**config.mk**
```make
export PLATFORM = sky130hd
export DESIGN_NAME = http_chunked_body_decoder_core
export DESIGN_NICKNAME = d
export VERILOG_FILES = /design/src/hdl/hcbd_pkg.sv /design/src/hdl/http_chunked_body_decoder_core.sv /design/src/hdl/hcbd_step.sv
export VERILOG_INCLUDE_DIRS = /design/src /design/src/hdl
export SDC_FILE = /design/constraint.sdc
export NUM_CORES = 1
export LEC_CHECK = 0
export ABC_AREA = 1
export BUFFER_PORTS_ARGS = -buffer_cell sky130_fd_sc_hd__buf_2
export CELL_PAD_IN_SITES_DETAIL_PLACEMENT = 0
export CELL_PAD_IN_SITES_GLOBAL_PLACEMENT = 2
export CORE_AREA = 2 2 130 164
export CTS_CLUSTER_DIAMETER = 120
export DETAILED_ROUTE_END_ITERATION = 6
export DIE_AREA = 0 0 132 166
export HOLD_SLACK_MARGIN = 0.1
export PLACE_DENSITY_LB_ADDON = 0.12
export SETUP_SLACK_MARGIN = 0.3
export SYNTH_ARGS = -nofsm -noshare
export SYNTH_HDL_FRONTEND = slang
export SYNTH_SLANG_ARGS = --single-unit
```
**constraint.sdc**
```tcl
create_clock -name clock -period 3 [get_ports clock]
set_input_delay 0.3 -clock clock [delete_from_list [all_inputs] [get_ports clock]]
set_output_delay 0.3 -clock clock [all_outputs]
set_load 0.05 [all_outputs]
```
**src/hdl/http_chunked_body_decoder_core_macros.svh**
```systemverilog
// Assertion macros shared by the chunked body decoder RTL.
`ifndef HTTP_CHUNKED_BODY_DECODER_CORE_MACROS_SVH
`define HTTP_CHUNKED_BODY_DECODER_CORE_MACROS_SVH

// Same-cycle implication, disabled during reset.
`define HCBD_ASSERT_IMPLY(label, clk, rst, ante, cons) \
   label: assert property (@(posedge clk) disable iff (rst) (ante) |-> (cons)) \
      else $error("chunked body decoder check failed");

// Next-cycle implication, disabled during reset.
`define HCBD_ASSERT_NEXT(label, clk, rst, ante, cons) \
   label: assert property (@(posedge clk) disable iff (rst) (ante) |=> (cons)) \
      else $error("chunked body decoder check failed");

`endif

```
**src/hdl/hcbd_pkg.sv**
```systemverilog
// Package with constants, types and helper functions of the chunked body decoder.
`default_nettype none

package hcbd_pkg;

   localparam int SIZE_BITS = 32;
   localparam int SizeWide  = (SIZE_BITS > 32) ? SIZE_BITS : 32;

   localparam logic [3:0] PH_START     = 4'd0;
   localparam logic [3:0] PH_SIZE      = 4'd1;
   localparam logic [3:0] PH_EXT       = 4'd2;
   localparam logic [3:0] PH_CR1       = 4'd3;
   localparam logic [3:0] PH_LINE_DONE = 4'd4;
   localparam logic [3:0] PH_DATA      = 4'd5;
   localparam logic [3:0] PH_CR2       = 4'd6;
   localparam logic [3:0] PH_TRAILER   = 4'd7;
   localparam logic [3:0] PH_TRL_CR    = 4'd8;
   localparam logic [3:0] PH_TRL_LF    = 4'd9;
   localparam logic [3:0] PH_CR3       = 4'd10;

   localparam logic [1:0] OUT_MORE  = 2'd0;
   localparam logic [1:0] OUT_CHUNK = 2'd1;
   localparam logic [1:0] OUT_BODY  = 2'd2;
   localparam logic [1:0] OUT_BAD   = 2'd3;

   localparam logic [7:0] CH_CR     = 8'h0D;
   localparam logic [7:0] CH_LF     = 8'h0A;
   localparam logic [7:0] CH_ZERO   = 8'h30;
   localparam logic [7:0] CH_NINE   = 8'h39;
   localparam logic [7:0] CH_LOW_A  = 8'h61;
   localparam logic [7:0] CH_LOW_F  = 8'h66;
   localparam logic [7:0] CH_UP_A   = 8'h41;
   localparam logic [7:0] CH_UP_F   = 8'h46;
   localparam logic [3:0] HEX_TEN   = 4'd10;

   typedef struct packed {
      logic [3:0]           phase;
      logic [SIZE_BITS-1:0] size;
      logic [SIZE_BITS-1:0] count;
   } state_type;

   typedef struct packed {
      logic [1:0]  outcome;
      logic        data_valid;
      logic [7:0]  data_byte;
      logic [31:0] current_size;
      logic        final_chunk;
   } result_type;

   typedef struct packed {
      logic       hit;
      logic [3:0] value;
   } hex_type;

   function automatic hex_type hex_decode(input logic [7:0] c);
      hex_type h;
      h.hit   = 1'b1;
      h.value = 4'd0;
      priority if (c >= CH_ZERO && c <= CH_NINE) begin
         h.value = 4'(c - CH_ZERO);
      end else if (c >= CH_LOW_A && c <= CH_LOW_F) begin
         h.value = 4'(c - CH_LOW_A) + HEX_TEN;
      end else if (c >= CH_UP_A && c <= CH_UP_F) begin
         h.value = 4'(c - CH_UP_A) + HEX_TEN;
      end else begin
         h.hit = 1'b0;
      end
      return h;
   endfunction

   function automatic logic [31:0] low_word(input logic [SIZE_BITS-1:0] size);
      logic [SizeWide-1:0] w;
      w = SizeWide'(size);
      return w[31:0];
   endfunction

endpackage

`default_nettype wire

```
**src/hdl/http_chunked_body_decoder_core.sv**
```systemverilog
// Chunked HTTP body decoder: one body byte per request, one result per byte, up to one a cycle.
// Each request carries one raw byte of a chunked body and yields exactly one response with
// the parse outcome (need more, chunk complete, body complete, bad), the byte passed through
// when it is chunk payload, and the chunk size parsed so far. A byte is captured in an input
// register, goes through one step of the parser against the held state when it advances,
// and lands in the response register, so a byte can be taken every cycle while the response
// side is not stalled.
// The response register lets a new request in while a finished response still waits.
`default_nettype none

`include "http_chunked_body_decoder_core_macros.svh"

module http_chunked_body_decoder_core (
   input  wire logic        clock,
   input  wire logic        reset,
   input  wire logic        req_valid,
   output logic             req_ready,
   input  wire logic [7:0]  req_byte_in,
   output logic             rsp_valid,
   input  wire logic        rsp_ready,
   output logic [1:0]       rsp_outcome,
   output logic             rsp_data_valid,
   output logic [7:0]       rsp_data_byte,
   output logic [31:0]      rsp_current_size,
   output logic             rsp_final_chunk
);

   logic                 in_vld_ff;
   logic                 in_vld_in;
   logic [7:0]           in_byte_ff;
   logic [7:0]           in_byte_in;
   hcbd_pkg::state_type  st_ff;
   hcbd_pkg::state_type  st_in;
   hcbd_pkg::state_type  st_step;
   logic                 out_vld_ff;
   logic                 out_vld_in;
   hcbd_pkg::result_type out_res_ff;
   hcbd_pkg::result_type out_res_in;
   hcbd_pkg::result_type res_step;
   logic                 advance;
   logic                 take;

   hcbd_step u_step (
      .state_cur (st_ff),
      .byte_cur  (in_byte_ff),
      .state_nxt (st_step),
      .result    (res_step)
   );

   assign advance   = in_vld_ff && (!out_vld_ff || rsp_ready);
   assign req_ready = !in_vld_ff || advance;
   assign take      = req_valid && req_ready;

   always_comb begin
      in_vld_in  = take ? 1'b1 : (advance ? 1'b0 : in_vld_ff);
      in_byte_in = take ? req_byte_in : in_byte_ff;
      st_in      = advance ? st_step : st_ff;
      out_vld_in = advance ? 1'b1 : ((out_vld_ff && rsp_ready) ? 1'b0 : out_vld_ff);
      out_res_in = advance ? res_step : out_res_ff;
   end

   always_ff @(posedge clock) begin
      if (reset) begin
         in_vld_ff   <= 1'b0;
         out_vld_ff  <= 1'b0;
         st_ff.phase <= hcbd_pkg::PH_START;
         st_ff.size  <= '0;
         st_ff.count <= '0;
      end else begin
         in_vld_ff  <= in_vld_in;
         out_vld_ff <= out_vld_in;
         st_ff      <= st_in;
      end
   end

   always_ff @(posedge clock) begin
      in_byte_ff <= in_byte_in;
      out_res_ff <= out_res_in;
   end

   assign rsp_valid        = out_vld_ff;
   assign rsp_outcome      = out_res_ff.outcome;
   assign rsp_data_valid   = out_res_ff.data_valid;
   assign rsp_data_byte    = out_res_ff.data_byte;
   assign rsp_current_size = out_res_ff.current_size;
   assign rsp_final_chunk  = out_res_ff.final_chunk;

   `HCBD_ASSERT_IMPLY(a_data_is_more, clock, reset, rsp_valid && rsp_data_valid, rsp_outcome == hcbd_pkg::OUT_MORE)
   `HCBD_ASSERT_IMPLY(a_chunk_nonzero, clock, reset, rsp_valid && (rsp_outcome == hcbd_pkg::OUT_CHUNK), !rsp_final_chunk)
   `HCBD_ASSERT_IMPLY(a_count_bound, clock, reset, st_ff.phase == hcbd_pkg::PH_DATA, st_ff.count <= st_ff.size)
   `HCBD_ASSERT_NEXT(a_body_restart, clock, reset, advance && (res_step.outcome == hcbd_pkg::OUT_BODY), st_ff.phase == hcbd_pkg::PH_START)

endmodule

`default_nettype wire

```
**src/hdl/hcbd_step.sv**
```systemverilog
// Per-byte parse step: next parser state and result for one body byte.
`default_nettype none

module hcbd_step (
   input  wire hcbd_pkg::state_type  state_cur,
   input  wire logic [7:0]           byte_cur,
   output hcbd_pkg::state_type       state_nxt,
   output hcbd_pkg::result_type      result
);

   hcbd_pkg::hex_type digit;
   logic [1:0]        outcome;
   logic              valid;

   assign digit = hcbd_pkg::hex_decode(byte_cur);

   always_comb begin
      state_nxt = state_cur;
      outcome   = hcbd_pkg::OUT_MORE;
      valid     = 1'b0;
      unique case (state_cur.phase)
         hcbd_pkg::PH_START: begin
            if (digit.hit) begin
               state_nxt.size  = hcbd_pkg::SIZE_BITS'(digit.value);
               state_nxt.count = '0;
               state_nxt.phase = hcbd_pkg::PH_SIZE;
            end else begin
               outcome = hcbd_pkg::OUT_BAD;
            end
         end
         hcbd_pkg::PH_SIZE: begin
            if (digit.hit) begin
               if (state_cur.size[hcbd_pkg::SIZE_BITS-1 -: 4] != 4'd0) begin
                  outcome = hcbd_pkg::OUT_BAD;
               end else begin
                  state_nxt.size = {state_cur.size[hcbd_pkg::SIZE_BITS-5:0], digit.value};
               end
            end else if (byte_cur == hcbd_pkg::CH_CR) begin
               state_nxt.phase = hcbd_pkg::PH_CR1;
            end else begin
               state_nxt.phase = hcbd_pkg::PH_EXT;
            end
         end
         hcbd_pkg::PH_EXT: begin
            if (byte_cur == hcbd_pkg::CH_CR) begin
               state_nxt.phase = hcbd_pkg::PH_CR1;
            end
         end
         hcbd_pkg::PH_CR1: begin
            if (byte_cur == hcbd_pkg::CH_LF) begin
               state_nxt.phase = hcbd_pkg::PH_LINE_DONE;
            end else begin
               outcome = hcbd_pkg::OUT_BAD;
            end
         end
         hcbd_pkg::PH_LINE_DONE: begin
            if (state_cur.size == '0) begin
               state_nxt.phase = (byte_cur == hcbd_pkg::CH_CR) ? hcbd_pkg::PH_CR3
                                                                : hcbd_pkg::PH_TRAILER;
            end else begin
               valid           = 1'b1;
               state_nxt.count = hcbd_pkg::SIZE_BITS'(1);
               state_nxt.phase = hcbd_pkg::PH_DATA;
            end
         end
         hcbd_pkg::PH_DATA: begin
            if (state_cur.count < state_cur.size) begin
               valid           = 1'b1;
               state_nxt.count = state_cur.count + hcbd_pkg::SIZE_BITS'(1);
            end else if (byte_cur == hcbd_pkg::CH_CR) begin
               state_nxt.phase = hcbd_pkg::PH_CR2;
            end else begin
               outcome = hcbd_pkg::OUT_BAD;
            end
         end
         hcbd_pkg::PH_CR2: begin
            if (byte_cur == hcbd_pkg::CH_LF) begin
               outcome         = hcbd_pkg::OUT_CHUNK;
               state_nxt.count = '0;
               state_nxt.phase = hcbd_pkg::PH_START;
            end else begin
               outcome = hcbd_pkg::OUT_BAD;
            end
         end
         hcbd_pkg::PH_TRAILER: begin
            if (byte_cur == hcbd_pkg::CH_CR) begin
               state_nxt.phase = hcbd_pkg::PH_TRL_CR;
            end
         end
         hcbd_pkg::PH_TRL_CR: begin
            if (byte_cur == hcbd_pkg::CH_LF) begin
               state_nxt.phase = hcbd_pkg::PH_TRL_LF;
            end else begin
               outcome = hcbd_pkg::OUT_BAD;
            end
         end
         hcbd_pkg::PH_TRL_LF: begin
            state_nxt.phase = (byte_cur == hcbd_pkg::CH_CR) ? hcbd_pkg::PH_CR3
                                                             : hcbd_pkg::PH_TRAILER;
         end
         hcbd_pkg::PH_CR3: begin
            if (byte_cur == hcbd_pkg::CH_LF) begin
               outcome         = hcbd_pkg::OUT_BODY;
               state_nxt.count = '0;
               state_nxt.phase = hcbd_pkg::PH_START;
            end else begin
               outcome = hcbd_pkg::OUT_BAD;
            end
         end
         default: begin
            outcome         = hcbd_pkg::OUT_BAD;
            state_nxt.phase = hcbd_pkg::PH_START;
         end
      endcase
   end

   always_comb begin
      result.outcome      = outcome;
      result.data_valid   = valid;
      result.data_byte    = valid ? byte_cur : 8'd0;
      result.current_size = hcbd_pkg::low_word(state_nxt.size);
      result.final_chunk  = (state_nxt.size == '0);
   end

endmodule

`default_nettype wire
```
==> results of run 1 <==
## report_power, final
part           switching (mW)  leakage (nW)  internal, mW
clock                   0.855         0.277          1.17
sequential             0.0519          1.07          1.82
combinational           0.456          2.22         0.169
## sequential cells by signal (all words and copies together), names as in the netlist
| register | count |
|---|---|
| st_ff | 68 |
| rsp_current_size | 32 |
| in_byte_ff | 8 |
| rsp_data_byte | 8 |
| rsp_outcome | 2 |
| in_vld_ff | 1 |
| rsp_data_valid | 1 |
| rsp_final_chunk | 1 |
| rsp_valid | 1 |
## cells in the mapped netlist, types with 2 or more instances
cell type / count / area (um2)
nand2_2: 3 / 18.8
buf_4: 2 / 15.0
nand2_1: 251 / 942
o21ai_1: 3 / 15.0
nor2_4: 2 / 22.5
dfxtp_1: 70 / 1400
clkbuf_1: 15 / 56.3
xor2_1: 12 / 105
a2111oi_0: 2 / 17.5
ha_1: 36 / 450
buf_6: 3 / 33.8
nor2_1: 122 / 458
buf_2: 10 / 50.1
xnor2_1: 15 / 131
inv_1: 98 / 368
nor3b_1: 3 / 22.5
a21oi_1: 97 / 485
nor2_2: 5 / 31.3
o21ai_0: 38 / 190
nand4_1: 17 / 106
nor4_1: 4 / 25.0
nand3_2: 2 / 20.0
inv_2: 9 / 33.8
edfxtp_1: 52 / 1560
nor3_1: 17 / 85.1
nand3_1: 58 / 290
## kinds of logic (layout without fill, tap and decap cells)
logic type,after synthesis,after routing,share of synthesized area
XOR/XNOR,27,27,0.0336
flip-flops,122,122,0.421
buffers and inverters,138,227,0.0797
multiplexers,1,1,0.00142
AO/OA/AOI/OAI,147,147,0.108
AND/OR/NAND/NOR,487,488,0.292
adder cells (fa/ha/maj),36,36,0.0640
## layout by cell type, fill, tap and decap left out, types with 36 or more instances in the layout
| cell | Yosys | layout |
|---|---|---|
| nand2_1 | 251 | 250 |
| nor2_1 | 122 | 121 |
| inv_1 | 98 | 97 |
| a21oi_1 | 97 | 97 |
| dfxtp_1 | 70 | 70 |
| nand3_1 | 58 | 58 |
| buf_2 | 10 | 57 |
| edfxtp_1 | 52 | 52 |
| o21ai_0 | 38 | 38 |
| ha_1 | 36 | 36 |
## critical path: stages (launching register included)
cell,delay [ns]
edfxtp_1,0.43
inv_1,0.14
ha_1,0.18
nor2_1,0.05
nand2_1,0.06
nand3_2,0.20
nand2_4,0.20
nand2_1,0.12
nor2_4,0.10
buf_6,0.23
nand2_1,0.10
nand2_1,0.13
nor2_1,0.07
nand2_1,0.07
nor2_1,0.04
nand2_1,0.09
nor2_1,0.05
## worst max path at each step
stage                   from                  end  slack [ns]
2_1_floorplan      rsp_valid  rsp_current_size[0]        0.88
3_3_place_gp   in_byte_ff[0]      rsp_final_chunk        0.40
3_5_place_dp   in_byte_ff[0]      rsp_final_chunk        0.41
4_1_cts        in_byte_ff[0]      rsp_final_chunk        0.38
5_1_grt        in_byte_ff[1]      rsp_final_chunk        0.23
6_report       in_byte_ff[1]      rsp_final_chunk        0.47
## per-layer routing
layer	GRT usage	part of all wire	vias up
met3	0.0348	0.029	30
li1	-	-	3304
met2	0.352	0.51	102
met1	0.240	0.44	2973
met5	0	0	-
met4	0.0695	0.028	0
## metrics by stage
| stage | hold WS [ns] | utilization | setup slack, ns |
|---|---|---|---|
| after global routing | 0.175 | 0.410 | 0.232 |
| after floorplan | 0.399 | - | 0.880 |
| after global placement | 0.481 | 0.376 | 0.398 |
| final | 0.160 | 0.410 | 0.474 |
| after CTS | 0.144 | 0.408 | 0.383 |
| after detailed placement | 0.478 | 0.376 | 0.412 |
## area by class of cell
class / count / share of cell area
Clock buffer: 17 / 0.0507
Tap cell: 274 / 0.0409
Clock inverter: 15 / 0.0190
Inverter: 107 / 0.0479
Sequential cell: 122 / 0.353
Multi-Input combinational cell: 699 / 0.422
Timing Repair Buffer: 88 / 0.0661
## timing repair
item                                   in CTS  in global routing
setup endpoints to repair                   0                 18
setup buffers                               0                  1
endpoints found under the hold margin       8                  0
hold buffers                                8                  0
gates resized for setup                     0                  4
==> impl_metrics.tcl, run 1 <==
set metrics [dict create \
    nFillCells 2191 \
    gr-usage-all-layers 0.198 \
    dp.cells 1280 \
    setup_tns_ns 0 \
    grt_max_degree 62 \
    worstReg2RegEnd "rsp_final_chunk" \
    finalCriticalPeriod_ns 2.53 \
    fin_crit_sh 0.842 \
    rsz0062_at_grt "yes" \
    multi_input_area_um2 3540 \
    tightest_slew_ns 0.744 \
    h-tree-depth 4 \
    syn-num-nets 1006 \
    place_congestion 0.831 \
    yosysWarningCount 0 \
    fin_area_um2 8380 \
    required_ns 3.18 \
    seq_area_um2 2960 \
    fmax_ghz 0.396 \
    die-area_um2 21900 \
    powerDensity_nw_per_um2 539 \
    synthCells 958 \
    port-buffer-count 57 \
    drt-initial-drc-count 260 \
    finalHoldViolations 0 \
    hold_end "in_vld_ff" \
    rrSetupSlack_ns 0.47 \
    start_util 0.344 \
    synth_seq_cells 122 \
    max_cap_viol_count 0 \
    drtAntennaViolNets 0 \
    synth-edff-count 52 \
    avgSynthCellArea_um2 7.34 \
    setup_viol 0 \
    cts_root_buf "clkbuf_16" \
    syn_to_final_growth_pct 19.2 \
    skew_ns 0.0117 \
    synth.cell_area_um2 7040 \
    min_path_type "in2reg" \
    reg2reg_from "in_byte_ff[1]" \
    arrival_ns 2.70 \
    antenna_found_initial 0 \
    holdPathStages 3 \
    final_max_slew_viol_count 0 \
    critPathMaxFanout 26 \
    slew_headroom 0.501 \
    num_vias 6409 \
    outcome "completed" \
    grt_pass1_vias 6423 \
    io_pins 58 \
    p_leak_nw 3.56 \
    synthFlopType "dfxtp_1" \
    startpoint_type "flop" \
    nNetsFinal 1083 \
    synth_cell_types 38 \
    avgViaCountPerCell 4.85 \
    drc_errors 0 \
    min_from "req_valid" \
    clk_latency_ns 0.42 \
    path_class "reg2reg" \
    num_rows 59 \
    finalNonFillerCells 1322 \
    totalWireLength_mm 21.8 \
    r2r.worst_path.cells 16 \
    clk_pin_slew_ns 0.06 \
    drtPass1Iterations 5 \
    die_h_um 166 \
    grt_pass1_wl_mm 34.0 \
    finalPower_mw 4.52 \
    cts_tree "done" \
    cts_buffers 17 \
    async_flop_share 0 \
    grt_overflow 0 \
    fp.dieW_um 132 \
    dpl_cell_area_um2 7680 \
    drive_gt1_frac 0.134 \
    end_kind "flop" \
    core_area_um2 20400 \
    post_drt_wl_per_cell_um 16.5 \
    clock-sinks 122 \
    yosysSeqAreaShare 0.421 \
    antennaDiodeCount 0 \
    hpwl_mm 16.1 \
    clockBufferDepth 2 \
    ir_drop_v 0.000402 \
]
Power figures use the tool's default switching activity.
==> run 2: changes to the inputs <==
--- a/config.mk
+++ b/config.mk
@@ -10,10 +10,10 @@
 export BUFFER_PORTS_ARGS = -buffer_cell sky130_fd_sc_hd__buf_2
 export CELL_PAD_IN_SITES_DETAIL_PLACEMENT = 0
 export CELL_PAD_IN_SITES_GLOBAL_PLACEMENT = 2
-export CORE_AREA = 2 2 130 164
+export CORE_AREA = 2 2 136 171
 export CTS_CLUSTER_DIAMETER = 120
 export DETAILED_ROUTE_END_ITERATION = 6
-export DIE_AREA = 0 0 132 166
+export DIE_AREA = 0 0 138 173
 export HOLD_SLACK_MARGIN = 0.1
 export PLACE_DENSITY_LB_ADDON = 0.12
 export SETUP_SLACK_MARGIN = 0.3
==> constraint.sdc (replaced) <==
create_clock -name clock -period 2.3 [get_ports clock]
set_input_delay 0.23 -clock clock [delete_from_list [all_inputs] [get_ports clock]]
set_output_delay 0.23 -clock clock [all_outputs]
set_load 0.05 [all_outputs]
==> impl_metrics.tcl, run 2 (synthesis results as in run 1) <==
set metrics [dict create \
    swShare 0.297 \
    gr-usage-all-layers 0.203 \
    h-tree-depth 4 \
    place_congestion 0.807 \
    slowest_delay_ns 0.40 \
    antenna_found_initial 0 \
    post_drt_wl_per_cell_um 17.1 \
    drtPass1Iterations 5 \
    cts_tree "done" \
    rsz0062_at_grt "yes" \
    cts_buffers 17 \
    die_h_um 173 \
    slowest_stage "edfxtp_1" \
    avgViaCountPerCell 4.88 \
    p_leak_nw 4.74 \
    grt_max_degree 58 \
    drive_gt1_frac 0.460 \
    final_max_slew_viol_count 0 \
    largest_register_ffs 68 \
    max_cap_viol_count 0 \
    cts_root_buf "clkbuf_16" \
    clock-sinks 122 \
    hpwl_mm 17.1 \
    slew_headroom 0.590 \
    min_path_type "in2reg" \
    die-area_um2 23900 \
    port-buffer-count 57 \
    largest_register "st_ff" \
    drc_errors 0 \
    powerDensity_nw_per_um2 588 \
    arrival_ns 2.45 \
    layout_common_cells "nand2_1, nor2_1, buf_4" \
    syn_to_final_growth_pct 58.9 \
    finalHoldViolations 0 \
    startpoint_type "flop" \
    crit_top_cell "nand2_1" \
    internal_power_mw 4.62 \
    io_pins 58 \
    antennaDiodeCount 0 \
    drt-initial-drc-count 251 \
    grt_overflow 0 \
    clock_power_share 0.428 \
    start_util 0.318 \
    clk_latency_ns 0.42 \
    finalCriticalPeriod_ns 2.27 \
    required_ns 2.48 \
    path_cells "inv_2 -> ha_4 -> inv_2 -> nand3_2 -> nand3_4 -> nand2_4 -> nand2_4 -> nor2_4 -> buf_6 -> clkbuf_16 -> nand2_1 -> nand2_2 -> nor2_1 -> nand2_1 -> nor2_2 -> nand2_1 -> nor2_1" \
    power.share.combinational 0.200 \
    nNetsFinal 1212 \
    outcome "completed" \
    grt_pass1_vias 6966 \
    p_sw_mw 1.95 \
    end_kind "flop" \
    ir_drop_v 0.000532 \
    clk_pin_slew_ns 0.06 \
    fmax_ghz 0.440 \
    core_area_um2 22100 \
    path_class "reg2reg" \
    tightest_slew_ns 0.609 \
    fp.dieW_um 138 \
    setup_viol 0 \
    critPathMaxFanout 6 \
    post-route-util 0.505 \
    grt_pass1_wl_mm 38.0 \
    num_vias 7120 \
    drtAntennaViolNets 0 \
    worst_hold_slack_ns 0.134 \
    skew_ns 0.0117 \
    final_common_cell "nand2_1" \
    pwr-share-seq 0.372 \
    clockBufferDepth 2 \
    fin_crit_sh 0.987 \
    num_rows 61 \
    totalWireLength_mm 25.0 \
]
## run 2: cell count changes in the layout (fill, tap and decap cells not counted), moves of 31 or more
| cell | change |
|---|---|
| a21oi_1 | -50 |
| a21oi_2 | +48 |
| buf_4 | +83 |
| dfxtp_1 | -41 |
| dfxtp_2 | +33 |
| inv_1 | -31 |
| nand2_1 | -70 |
| nand2_2 | +49 |
| nand3_1 | -34 |
## run 2: repair_timing
action,CTS,global route
pin swaps,35,67
setup buffers,40,23
cloned,9,5
hold buffers,10,0
setup endpoints to repair,72,89
resized for setup,152,234
endpoints found under the hold margin,10,0
## run 2: path summary, 6_finish.rpt
| kind | startpoint | endpoint | slack, ns | cells past startpoint |
|---|---|---|---|---|
| worst min register to register | st_ff[31] | st_ff[31] | 0.51 | 2 |
| worst max register to register | in_byte_ff[1] | rsp_final_chunk | 0.03 | 17 |
| worst min-delay path | reset | st_ff[67] | 0.13 | 2 |
| worst max-delay path | in_byte_ff[1] | rsp_final_chunk | 0.03 | 17 |
## run 2: final cells by class
class | count | area, um2
fill | 2199 | 11000
tap | 283 | 354
timing repair buffer | 218 | 2010
multi-input combinational | 698 | 4750
inverter | 107 | 422
sequential | 122 | 3030
clock inverter | 15 | 186
clock buffer | 17 | 425
## run 2: stage by stage
| step | power [mW] | cells | instance area (um2) | setup WS (ns) | setup TNS, ns |
|---|---|---|---|---|---|
| 2_1_floorplan | 3.06 | 958 | 7090 | 0.282 | 0 |
| 3_3_place_gp | 3.37 | 1341 | 8190 | 0.0111 | 0 |
| 3_5_place_dp | 3.36 | 1341 | 8190 | -0.0377 | -0.0377 |
| 4_1_cts | 6.43 | 1432 | 10000 | 0.0922 | 0 |
| 5_1_grt | 6.83 | 1460 | 11200 | -0.0794 | -0.185 |
| 6_report | 6.57 | 1460 | 11200 | 0.0292 | 0 |
## run 2: per-layer routing
layer / vias to the layer above / GRT usage / part of all wire
met4: 0 / 0.0668 / 0.027
met2: 113 / 0.369 / 0.52
met5: - / 0 / 0
li1: 3577 / - / -
met3: 38 / 0.0269 / 0.022
met1: 3392 / 0.245 / 0.43
## run 2: power by group through the flow
stage                     Clock (mW)  Sequential (mW)  Combinational [mW]
final                           2.81             2.44                1.32
after floorplan                    0             2.62               0.441
after global routing            2.96             2.45                1.42
after CTS                       2.87             2.44                1.12
after global placement             0             2.48               0.884
after detailed placement           0             2.48               0.881
## run 2: critical path: cells and delay by family (launching register included)
family / cells / cell delay, ns
DFF: 1 / 0.40
buffers and inverters: 4 / 0.49
and+or+nand+nor: 12 / 0.94
adders and majority gates: 1 / 0.17
==> run 3: changes to the inputs <==
--- a/config.mk
+++ b/config.mk
@@ -8,12 +8,10 @@
 export LEC_CHECK = 0
 export ABC_AREA = 1
 export BUFFER_PORTS_ARGS = -buffer_cell sky130_fd_sc_hd__buf_2
-export CELL_PAD_IN_SITES_DETAIL_PLACEMENT = 0
-export CELL_PAD_IN_SITES_GLOBAL_PLACEMENT = 2
-export CORE_AREA = 2 2 136 171
+export CORE_AREA = 2 2 122 154
 export CTS_CLUSTER_DIAMETER = 120
 export DETAILED_ROUTE_END_ITERATION = 6
-export DIE_AREA = 0 0 138 173
+export DIE_AREA = 0 0 124 156
 export HOLD_SLACK_MARGIN = 0.1
 export PLACE_DENSITY_LB_ADDON = 0.12
 export SETUP_SLACK_MARGIN = 0.3
==> impl_metrics.tcl, run 3 (synthesis results as in run 1) <==
set metrics [dict create \
    fmax_ghz 0.448 \
    dp.cells 1261 \
    drive_gt1_frac 0.474 \
    arrival_ns 2.59 \
    ir_drop_v 0.000417 \
    num_vias 7196 \
    skew_ns 0.0120 \
    clk_pin_slew_ns 0.06 \
    clockBufferDepth 2 \
    nNetsFinal 1186 \
    start_util 0.393 \
    grt_pass1_vias 6651 \
    largest_register_ffs 68 \
    post-route-util 0.612 \
    finalCriticalPeriod_ns 2.23 \
    startpoint_type "flop" \
    avgViaCountPerCell 5.22 \
    grt_max_degree 63 \
    path_class "reg2reg" \
    fin_area_um2 10900 \
    cts_buffers 17 \
    required_ns 2.66 \
    critPathMaxFanout 7 \
    largest_register "st_ff" \
    clk_latency_ns 0.43 \
    drtAntennaViolNets 0 \
    dpl_cell_area_um2 7940 \
    finalNonFillerCells 1379 \
    min_path_type "in2reg" \
    final_common_cell "nand2_1" \
    clock-sinks 122 \
    drtPass1Iterations 5 \
    finalHoldViolations 0 \
    tightest_slew_ns 0.694 \
    rrSetupSlack_ns 0.07 \
    core_area_um2 17900 \
    layout_common_cells "nand2_1, nor2_1, buf_4" \
    place_congestion 0.905 \
    syn_to_final_growth_pct 55.6 \
    grt_pass1_wl_mm 34.1 \
    drc_errors 0 \
    final_max_slew_viol_count 0 \
    post_drt_wl_per_cell_um 16.6 \
    fp.dieW_um 124 \
    end_kind "flop" \
    slew_headroom 0.538 \
    powerDensity_nw_per_um2 581 \
    cts_tree "done" \
    outcome "completed" \
    worst_hold_slack_ns 0.114 \
    gr-usage-all-layers 0.230 \
    rsz0062_at_grt "yes" \
    die_h_um 156 \
    io_pins 58 \
    cts_root_buf "clkbuf_16" \
    totalWireLength_mm 22.8 \
    setup_viol 0 \
    h-tree-depth 4 \
    die-area_um2 19300 \
    port-buffer-count 57 \
    drt-initial-drc-count 463 \
    fin_crit_sh 0.970 \
    p_leak_nw 4.71 \
    hpwl_mm 14.0 \
    max_cap_viol_count 0 \
    antenna_found_initial 0 \
    antennaDiodeCount 0 \
    finalPower_mw 6.36 \
    grt_overflow 0 \
    num_rows 55 \
]
run 3: changes by cell type in the layout (fill, tap and decap cells not counted), sizes merged:
cell	change
buf	-25
bufinv	-2
clkinv	-2
dlygate4sd3	-2
inv	+2
clkbuf	+1
clkinvlp	+1
nand3	+1
run 3: per-layer routing:
metal / wire length, um / global-route usage / vias up
li1: - / - / 3541
met1: 9830 / 0.294 / 3407
met2: 11300 / 0.383 / 187
met3: 866 / 0.0340 / 61
met4: 808 / 0.0963 / 0
met5: 0 / 0 / -
run 3: cell type report:
type | count | area (um2)
clock inverters | 14 | 135
repair buffers | 191 | 1720
flip-flops and latches | 122 | 3030
multi-input cells | 699 | 4930
clock buffers | 18 | 429
fillers | 1554 | 6950
well taps | 228 | 285
inverters | 107 | 415
run 3: power breakdown:
| part | switching [mW] | total [mW] | leakage, nW | internal (mW) |
|---|---|---|---|---|
| sequential | 0.0609 | 2.43 | 1.09 | 2.37 |
| combinational | 0.819 | 1.32 | 3.35 | 0.501 |
| clock | 1.10 | 2.61 | 0.270 | 1.51 |
run 3: worst max-delay path: stages (launching register included):
cell and delay, ns:
edfxtp_1 0.47, inv_2 0.13, ha_4 0.14, nor2_2 0.03
nand2_1 0.09, nand3_4 0.13, nand4_1 0.17, nand2_2 0.10
nor2_4 0.18, nand3_4 0.15, nand2_8 0.12, buf_12 0.12
clkbuf_16 0.17, nand2_2 0.05, a21oi_1 0.12
run 3: metrics by stage:
step,setup TNS (ns),setup WS [ns]
after detailed placement,0,0.0587
after floorplan,0,0.282
after CTS,0,0.113
after global routing,-0.327,-0.100
after global placement,0,0.0963
final,0,0.0688
run 3: path summary, 6_finish.rpt:
path	from	endpoint	cells past startpoint
setup / recovery	in_byte_ff[0]	st_ff[13]	14
hold / removal	rsp_ready	rsp_valid	4
setup reg to reg	in_byte_ff[0]	st_ff[13]	14
hold reg to reg	st_ff[8]	st_ff[8]	2
run 3: timing repair:
action | 4_1_cts | 5_1_grt
setup buffers | 33 | 33
endpoints found under the setup margin | 57 | 96
hold endpoints to repair | 8 | 0
gates cloned | 8 | 4
hold buffers | 8 | 0
pin swaps | 41 | 82
gates resized for setup | 143 | 270
